[config.mk]
export PLATFORM = sky130hd
export DESIGN_NAME = icmper_parse
export DESIGN_NICKNAME = d
export VERILOG_FILES = /design/src/rtl/core/icmper_pkg.sv /design/src/rtl/core/icmper_parse.sv
export SDC_FILE = /design/constraint.sdc
export NUM_CORES = 1
export LEC_CHECK = 0
export ABC_CLOCK_PERIOD_IN_PS = 15000
export BUFFER_PORTS_ARGS = -buffer_cell sky130_fd_sc_hd__buf_2
export CAP_MARGIN = 20
export CORE_UTILIZATION = 61
export CTS_CLUSTER_DIAMETER = 30
export CTS_CLUSTER_SIZE = 8
export DETAILED_ROUTE_END_ITERATION = 12
export PLACE_DENSITY = 0.78
export RECOVER_POWER = 50
export SLEW_MARGIN = 10
export SYNTH_ARGS = -nofsm -noshare
export SYNTH_HDL_FRONTEND = slang
export SYNTH_SLANG_ARGS = --single-unit
export TNS_END_PERCENT = 20
[constraint.sdc]
create_clock -name clk -period 15 [get_ports clk]
set_clock_uncertainty 0.05 [all_clocks]
set_input_delay 0.75 -clock clk [delete_from_list [all_inputs] [get_ports clk]]
set_output_delay 0.75 -clock clk [all_outputs]
set_load 0.01 [all_outputs]
[src/rtl/core/icmper_pkg.sv]
// Shared types, codes and helpers for the ICMP echo reply checker.
// Depends on nothing; icmper_out_if, icmper_cfg_if, icmper_parse and the top level use it.
`timescale 1ns / 1ps

package icmper_pkg;

  // Configuration register indexes.
  localparam int CFG_IDX_W = 2;
  typedef logic [CFG_IDX_W-1:0] cfg_idx_t;
  localparam cfg_idx_t REG_TARGET_ADDRESS  = 2'd0;
  localparam cfg_idx_t REG_ECHO_IDENTIFIER = 2'd1;
  localparam cfg_idx_t REG_FIRST_SEQUENCE  = 2'd2;

  localparam int CFG_DATA_W = 32;

  // Verdict codes, first failing check wins.
  typedef logic [2:0] verdict_t;
  localparam verdict_t VERDICT_OK        = 3'd0;
  localparam verdict_t VERDICT_MALFORMED = 3'd1;
  localparam verdict_t VERDICT_IP_CSUM   = 3'd2;
  localparam verdict_t VERDICT_ICMP_CSUM = 3'd3;
  localparam verdict_t VERDICT_SOURCE    = 3'd4;
  localparam verdict_t VERDICT_ID        = 3'd5;

  // Fixed header geometry.
  localparam logic [5:0] MIN_HEADER_LEN = 6'd20;
  localparam logic [3:0] ICMP_HDR_LEN   = 4'd8;

  // What the parser knows about a packet once its last byte is in.
  typedef struct packed {
    logic        malformed;
    logic        ip_sum_ok;
    logic        icmp_sum_ok;
    logic        type_code_zero;
    logic [31:0] source;
    logic [15:0] echo_id;
    logic [15:0] sequence_num;
  } summary_t;

  // Ones-complement add with end-around carry.
  function automatic logic [15:0] oc_add(input logic [15:0] s, input logic [15:0] w);
    logic [16:0] t;
    t = {1'b0, s} + {1'b0, w};
    return t[15:0] + {15'd0, t[16]};
  endfunction

endpackage

[src/rtl/core/icmper_parse.sv]
// Per-packet byte parser: header fields, both running checksums, captured ICMP fields.
// Depends on icmper_pkg for oc_add and summary_t.
`timescale 1ns / 1ps

module icmper_parse #(
  parameter int MAX_PACKET_BYTES = 1024
) (
  input  logic                 clk,
  input  logic                 rst_n,
  input  logic                 step,
  input  logic [7:0]           data_byte,
  input  logic                 last_byte,
  output icmper_pkg::summary_t summary
);
  import icmper_pkg::*;

  localparam int PW = $clog2(MAX_PACKET_BYTES + 1);
  localparam int XW = 17;
  localparam logic [XW-1:0] MAX_X = XW'(MAX_PACKET_BYTES);

  logic [PW-1:0] pos_r, pos_nxt;
  logic [5:0]    hl_r, hl_nxt;
  logic [15:0]   tot_r, tot_nxt;
  logic [15:0]   ip_sum_r, ip_sum_nxt;
  logic [15:0]   icmp_sum_r, icmp_sum_nxt;
  logic [7:0]    held_r, held_nxt;
  logic [15:0]   ip_chk_r, ip_chk_nxt;
  logic [15:0]   icmp_chk_r, icmp_chk_nxt;
  logic [31:0]   src_r, src_nxt;
  logic [15:0]   id_r, id_nxt;
  logic [15:0]   seq_r, seq_nxt;
  logic [15:0]   tc_r, tc_nxt;

  logic [XW-1:0] p_x, rel_x;
  logic          payload;
  logic [15:0]   word;

  always_comb begin
    pos_nxt      = pos_r;
    hl_nxt       = hl_r;
    tot_nxt      = tot_r;
    ip_sum_nxt   = ip_sum_r;
    icmp_sum_nxt = icmp_sum_r;
    held_nxt     = held_r;
    ip_chk_nxt   = ip_chk_r;
    icmp_chk_nxt = icmp_chk_r;
    src_nxt      = src_r;
    id_nxt       = id_r;
    seq_nxt      = seq_r;
    tc_nxt       = tc_r;
    p_x          = XW'(pos_r);
    payload      = 1'b0;
    rel_x        = '0;
    word         = {held_r, data_byte};

    if (pos_r < PW'(MAX_PACKET_BYTES)) begin
      pos_nxt = pos_r + PW'(1);

      // Header fields take effect for this same byte's decisions.
      if (pos_r == PW'(0)) hl_nxt = {data_byte[3:0], 2'b00};
      if (pos_r == PW'(2)) tot_nxt = {data_byte, tot_r[7:0]};
      if (pos_r == PW'(3)) tot_nxt = {tot_r[15:8], data_byte};
      if (pos_r == PW'(10)) ip_chk_nxt = {data_byte, ip_chk_r[7:0]};
      if (pos_r == PW'(11)) ip_chk_nxt = {ip_chk_r[15:8], data_byte};
      if (pos_r == PW'(12)) src_nxt[31:24] = data_byte;
      if (pos_r == PW'(13)) src_nxt[23:16] = data_byte;
      if (pos_r == PW'(14)) src_nxt[15:8]  = data_byte;
      if (pos_r == PW'(15)) src_nxt[7:0]   = data_byte;

      payload = p_x >= XW'(hl_nxt);
      rel_x   = p_x - XW'(hl_nxt);
      if (payload && rel_x < XW'(ICMP_HDR_LEN)) begin
        case (rel_x[2:0])
          3'd0:    tc_nxt       = {data_byte, tc_r[7:0]};
          3'd1:    tc_nxt       = {tc_r[15:8], data_byte};
          3'd2:    icmp_chk_nxt = {data_byte, icmp_chk_r[7:0]};
          3'd3:    icmp_chk_nxt = {icmp_chk_r[15:8], data_byte};
          3'd4:    id_nxt       = {data_byte, id_r[7:0]};
          3'd5:    id_nxt       = {id_r[15:8], data_byte};
          3'd6:    seq_nxt      = {data_byte, seq_r[7:0]};
          default: seq_nxt      = {seq_r[15:8], data_byte};
        endcase
      end

      if (!pos_r[0]) begin
        held_nxt = data_byte;
        // A lone trailing byte counts as the high half of a padded word.
        if (payload && (p_x + XW'(1)) == XW'(tot_nxt))
          icmp_sum_nxt = oc_add(icmp_sum_r, {data_byte, 8'h00});
      end else if (!payload) begin
        if (pos_r != PW'(11)) ip_sum_nxt = oc_add(ip_sum_r, word);
      end else if (p_x < XW'(tot_nxt)) begin
        if (rel_x != XW'(3)) icmp_sum_nxt = oc_add(icmp_sum_r, word);
      end
    end
  end

  always_comb begin
    summary.malformed      = (hl_nxt < MIN_HEADER_LEN)
                           || (XW'(tot_nxt) < XW'(hl_nxt) + XW'(ICMP_HDR_LEN))
                           || (XW'(tot_nxt) > MAX_X)
                           || (XW'(pos_nxt) < XW'(tot_nxt));
    summary.ip_sum_ok      = ip_chk_nxt == ~ip_sum_nxt;
    summary.icmp_sum_ok    = icmp_chk_nxt == ~icmp_sum_nxt;
    summary.type_code_zero = tc_nxt == 16'd0;
    summary.source         = src_nxt;
    summary.echo_id        = id_nxt;
    summary.sequence_num   = seq_nxt;
  end

  always_ff @(posedge clk) begin
    if (!rst_n || (step && last_byte)) begin
      pos_r      <= '0;
      hl_r       <= '0;
      tot_r      <= '0;
      ip_sum_r   <= '0;
      icmp_sum_r <= '0;
      held_r     <= '0;
      ip_chk_r   <= '0;
      icmp_chk_r <= '0;
      src_r      <= '0;
      id_r       <= '0;
      seq_r      <= '0;
      tc_r       <= '0;
    end else if (step) begin
      pos_r      <= pos_nxt;
      hl_r       <= hl_nxt;
      tot_r      <= tot_nxt;
      ip_sum_r   <= ip_sum_nxt;
      icmp_sum_r <= icmp_sum_nxt;
      held_r     <= held_nxt;
      ip_chk_r   <= ip_chk_nxt;
      icmp_chk_r <= icmp_chk_nxt;
      src_r      <= src_nxt;
      id_r       <= id_nxt;
      seq_r      <= seq_nxt;
      tc_r       <= tc_nxt;
    end
  end

endmodule

After elaboration in Yosys (flattened, before gate mapping)
Index checks and enable logic that the tools add are counted.

Bits in latches: 0. Input port bits: 12. Memory bits (writable): 0. Logic and storage cells: 103. Memories: 0. ROM bits: 0. Output and inout port bits: 68. Register bits after elaboration: 185.

Div/mod/pow operators: 0. Reductions and logical operators: 13. Mux-type cells: 38. Add/sub/neg operators: 10. Equality and inequality tests: 19. Shift-type cells: 0. Bitwise operators: 3. $mul: 0. $lt $le $gt $ge: 8.

Operator list (count): 16-bit 2-to-1 mux (25); 16-bit case mux with 2 select lines (4); 11-bit by 4-bit == test with 1-bit output (second input constant) (6); 16-bit by 16-bit adder with 17-bit output (3); 16-bit by 1-bit adder with 16-bit output (3); 16-bit == test (2); 11-bit by 16-bit < comparator with 1-bit output (2); 32-bit 2-to-1 mux (1); 8-bit 2-to-1 mux (4); 16-bit NOT (2); 11-bit by 2-bit == test with 1-bit output (second input constant) (2); 6-bit 2-to-1 mux (3); 17-bit by 4-bit < comparator with 1-bit output (second input constant) (1); 17-bit by 2-bit inequality test with 1-bit output (second input constant) (1); 12-bit by 16-bit == test with 1-bit output (1); 16-bit by 11-bit greater-than comparator with 1-bit output (second input constant) (1); 16-bit logical NOT (1); 16-bit by 7-bit < comparator with 1-bit output (1); 11-bit by 1-bit adder with 12-bit output (second input constant) (1); 11-bit by 6-bit subtractor with 12-bit output (1); 11-bit by 1-bit adder with 11-bit output (second input constant) (1); 11-bit by 6-bit >= comparator with 1-bit output (1); 11-bit logical NOT (1); 11-bit < comparator (second input constant) (1); other kinds (14) (22).

Depth between registers and ports, before layout
Word-level depth: 12. Mapped depth: 25.

Least setup slack after synthesis
OpenSTA, ideal clock, no wires.

Path type: register -> output. From: reg pos_r[4]. To: out summary[65] (netlist name). Cell stages (with the launch flop): 23. Slack: 8.833 ns. Arrival time: 5.367 ns. Buffers on the path: 5. Data required time: 14.200 ns. Path through: dfxtp_1 -> buf_6 -> or4_4 -> buf_6 -> nor2_1 -> nand3_1 -> clkbuf_1 -> nor2_1 -> a21oi_1 -> ha_1 -> or4bb_1 -> o211a_1 -> nor4_1 -> o2111ai_1 -> or4_1 -> buf_2 -> and2_1 -> clkbuf_1 -> a311o_1 -> a31o_1 -> a2111oi_4 -> nand3_2 -> nor4_2.

RTL lines: start, declared (line icmper_parse.sv:21) `logic [PW-1:0] pos_r, pos_nxt;`; start signal, assigned (line icmper_parse.sv:126) `pos_r <= pos_nxt;`; end, declared (line icmper_parse.sv:13) `output icmper_pkg::summary_t summary`.

Final worst setup path
From: in step. To: reg ip_chk_r[12].

Cells in the longest elaborated chain, start to end: 2.

RTL lines: start, declared (line icmper_parse.sv:10) `input logic step,`; 1-bit logical AND (line icmper_parse.sv:112) `if (!rst_n || (step && last_byte)) begin`; 1-bit logical OR (line icmper_parse.sv:112); end signal, assigned (line icmper_parse.sv:132) `ip_chk_r <= ip_chk_nxt;`; end, declared (line icmper_parse.sv:27) `logic [15:0] ip_chk_r, ip_chk_nxt;`.

Parallel ways exist; a longest one is shown, timed or not. A chain may end at the register's enable or synchronous reset.

==> flow_metrics.py <==
metrics = {
    "setup_path": {
        "critPathBufInv": 5,
        "path_cells": "clkbuf_1 > clkbuf_1 > clkbuf_1 > clkinv_1 > clkbuf_1 > or2_0 > mux2i_1 > nor2_1",
        "cp_max_fo": 57,
        "crit_slowest_cell": "clkbuf_1",
        "endpoint_kind": "register",
        "crit_start": "step",
        "r2r_start": "pos_r[6]",
        "reg2regPathDepth": 15,
        "critical_path.top_delay_family": "buffers and inverters",
        "rr_endpoint": "icmp_sum_r[13]",
        "required_ns": 15.11,
        "cp-start-kind": "primary input",
        "ff2ff_setup_slack_ns": 8.99,
        "path_class": "primary input to register",
        "path_common_cell": "clkbuf_1",
        "slowest_delay_ns": 2.07,
        "worstPathArrival_ns": 9.16,
    },
    "power": {
        "switching_share_pct": 33.6,
        "ir_drop_mv": 0.0631,
        "share_comb_of_total_power_pct": 17.9,
        "switching_power_mw": 0.412,
        "p_int_mw": 0.815,
        "leakagePower_nw": 5.91,
        "clkPwrFrac_pct": 40.7,
        "p_per_area_mw_per_mm2": 83.5,
        "pwr-share-seq_pct": 41.4,
    },
    "synthesis": {
        "synth_edf_count": 0,
        "synth_nets": 1863,
        "synth-seq-cells": 185,
        "synth_area_per_cell_um2": 7.73,
        "syn_inst": 1762,
        "syn_area_mm2": 0.0136,
        "async_flop_share_pct": 0,
        "yosys_most_used_dff": "dfxtp_1",
        "yosys_warnings": 0,
        "synth_cell_types": 82,
        "yosysSeqAreaShare_pct": 27.2,
    },
    "grt": {
        "grt_pass1_wl_um": 62700,
        "track_usage_pct": 35.0,
        "grt_overflow": 0,
        "grt_pass1_vias": 12018,
        "grt_max_degree": 87,
        "antenna_found_initial": 0,
    },
    "clock_network": {
        "post_cts_resized": 0,
        "holdBufCountCts": 0,
        "cts_setup_buffers": 0,
        "htree_levels": 4,
        "cts_buffers": 17,
        "cts_tree": "yes",
        "clk_path_buf_depth": 2,
        "worst_setup_hold_path_clk_slew_ns": 0.08,
        "cts_root_buffer": "clkbuf_16",
        "clkLatencyLatePin_ns": 0.45,
        "clock_sinks": 185,
    },
    "routing": {
        "finalWirelength_um": 39600,
        "ant_nets": 0,
        "drt-initial-drc-count": 1174,
        "wl_per_cell_um": 19.2,
        "vias": 13081,
        "dr.pass1.iters": 5,
        "via_per_inst": 6.33,
        "drc_errors": 0,
    },
    "floorplan": {
        "fp.dieW_um": 151,
        "fp.dieH_um": 151,
        "dieArea_mm2": 0.0229,
        "row_count": 54,
        "initial_core_util_pct": 62.2,
        "io_pins": 80,
        "core_mm2": 0.0219,
    },
    "timing": {
        "finalCritPeriodShare_pct": 60.4,
        "rsz0062_at_grt": "no",
        "worst_pin_slew_ns": 4.01,
        "max_freq_ghz": 0.110,
        "fin_crit_ns": 9.05,
        "setup_tns_ns": 0,
        "finalHoldViolCount": 0,
        "max-slew-margin-rel_pct": -168,
        "setup_viol": 0,
        "slew_viol_final": 398,
    },
    "placement": {
        "dpl_cell_area_mm2": 0.0141,
        "routabilityCongestion": 0.989,
        "port_buffers": 79,
        "hpwlAfterDp_um": 27000,
    },
    "status": {
        "violations": "max-capacitance violations, max-slew violations",
        "status": "complete, but fails checks",
    },
    "flow_run": {
        "maxCapViolations": 7,
    },
    "layout": {
        "drive_gt1_share_pct": 9.63,
        "fin_area_mm2": 0.0147,
        "final_nets": 1875,
        "antenna_cells": 0,
        "fill_cells": 1915,
        "syn2layout_area_growth_pct": 7.83,
    },
    "min_path": {
        "hold_path_depth": 2,
        "min_to": "icmp_chk_r[4]",
        "hold_path_startpoint": "icmp_chk_r[4]",
        "min_path_type": "register to register",
    },
}
-- cell usage after synthesis (5+ instances only) --
cell type | number | area share, %
a211oi_1 | 41 | 2.3
a21o_1 | 17 | 0.94
a21oi_1 | 165 | 6.1
a221oi_1 | 5 | 0.32
and2_1 | 16 | 0.73
and3_1 | 6 | 0.28
buf_1 | 8 | 0.22
clkbuf_1 | 90 | 2.5
dfxtp_1 | 185 | 27
ha_1 | 85 | 7.8
inv_1 | 44 | 1.2
mux2_2 | 54 | 4.5
mux2i_1 | 78 | 5.7
nand2_1 | 190 | 5.2
nand2b_1 | 14 | 0.64
nand3_1 | 63 | 2.3
nand4_1 | 25 | 1.1
nor2_1 | 232 | 6.4
nor2b_1 | 11 | 0.51
nor3_1 | 49 | 1.8
nor3b_1 | 7 | 0.39
nor4_1 | 13 | 0.60
o2111ai_1 | 5 | 0.32
o211ai_1 | 8 | 0.44
o21a_1 | 20 | 1.1
o21ai_0 | 75 | 2.8
o21bai_1 | 5 | 0.28
o311ai_0 | 7 | 0.45
o31ai_1 | 7 | 0.39
or2_2 | 6 | 0.28
or3_1 | 12 | 0.55
or4_1 | 9 | 0.50
xnor2_1 | 67 | 4.3
xor2_1 | 52 | 3.3
-- routing by layer --
metal / up-vias / routed length (µm) / track usage, % / part of all wire, %
met5: - / 0 / 0 / 0
li1: 6313 / - / - / -
met4: 0 / 907 / 10.6 / 2.3
met1: 6165 / 17300 / 47.2 / 44
met3: 78 / 3050 / 5.63 / 7.7
met2: 525 / 18300 / 57.1 / 46
-- power groups by stage --
stage / Combinational (mW) / Sequential (mW) / Clock [mW]
finish: 0.220 / 0.508 / 0.500
floorplan: 0.158 / 0.516 / 0
CTS: 0.215 / 0.507 / 0.501
global placement: 0.209 / 0.519 / 0
global route: 0.239 / 0.509 / 0.522
detailed placement: 0.212 / 0.519 / 0
-- cells by family after synthesis --
family                     Yosys count  share of synthesized area [%]
and+or+nand+nor                    673                           22.8
buffers and inverters              153                           4.47
DFF                                185                           27.2
AOI/OAI and AO/OA                  411                           19.3
adders and majority gates           89                           8.39
xor gates and xnor gates           119                           7.65
muxes                              132                           10.2
-- registers in the layout, indices dropped and copies added, names as in the netlist --
register    count
seq_r          16
held_r          8
pos_r          11
tc_r           16
hl_r            6
id_r           16
src_r          32
ip_chk_r       16
icmp_chk_r     16
tot_r          16
icmp_sum_r     16
ip_sum_r       16
-- cell usage in the layout, fill, tap and decap left out, types with 20 or more instances in the layout --
cell | Yosys | final
a211oi_1 | 41 | 41
a21oi_1 | 165 | 165
buf_2 | 4 | 56
clkbuf_1 | 90 | 29
dfxtp_1 | 185 | 185
ha_1 | 85 | 85
inv_1 | 44 | 43
mux2_2 | 54 | 45
mux2i_1 | 78 | 78
nand2_1 | 190 | 190
nand3_1 | 63 | 63
nand4_1 | 25 | 25
nor2_1 | 232 | 232
nor3_1 | 49 | 49
o21a_1 | 20 | 20
o21ai_0 | 75 | 75
xnor2_1 | 67 | 67
xor2_1 | 52 | 52
-- metrics by stage --
step	total power, mW	instances	hold WS, ns	util (%)	setup WS (ns)
after floorplan	0.673	1762	0.378	-	8.83
after global placement	0.728	2034	0.388	64.4	7.93
after detailed placement	0.731	2035	0.395	64.4	7.77
after CTS	1.22	2067	0.406	67.4	7.28
after global routing	1.27	2067	0.423	67.1	5.28
final	1.23	2067	0.404	67.1	5.95
-- worst register-to-register path: cells and delay by family, from the launching register on --
family	cells	cell delay, ns
AOI/OAI and AO/OA	6	1.17
adders and majority gates	1	0.43
and+or+nand+nor	8	3.62
DFF	1	0.48
-- area by class of cell --
| type | instances | area [µm²] | area share (%) |
|---|---|---|---|
| clock inverters | 15 | 225 | 1.53 |
| multi-input cells | 1424 | 9310 | 63.4 |
| inverters | 46 | 173 | 1.18 |
| flip-flops and latches | 185 | 3700 | 25.2 |
| repair buffers | 100 | 502 | 3.42 |
| well taps | 280 | 350 | 2.39 |
| clock buffers | 17 | 425 | 2.90 |
-- worst max path at each step --
stage / cells past startpoint / to
2_1_floorplan: 22 / summary[65]
3_3_place_gp: 20 / summary[65]
3_5_place_dp: 28 / summary[65]
4_1_cts: 20 / summary[65]
5_1_grt: 8 / ip_chk_r[12]
6_report: 8 / ip_chk_r[12]
Note: power is estimated with default switching activity, not from simulation.
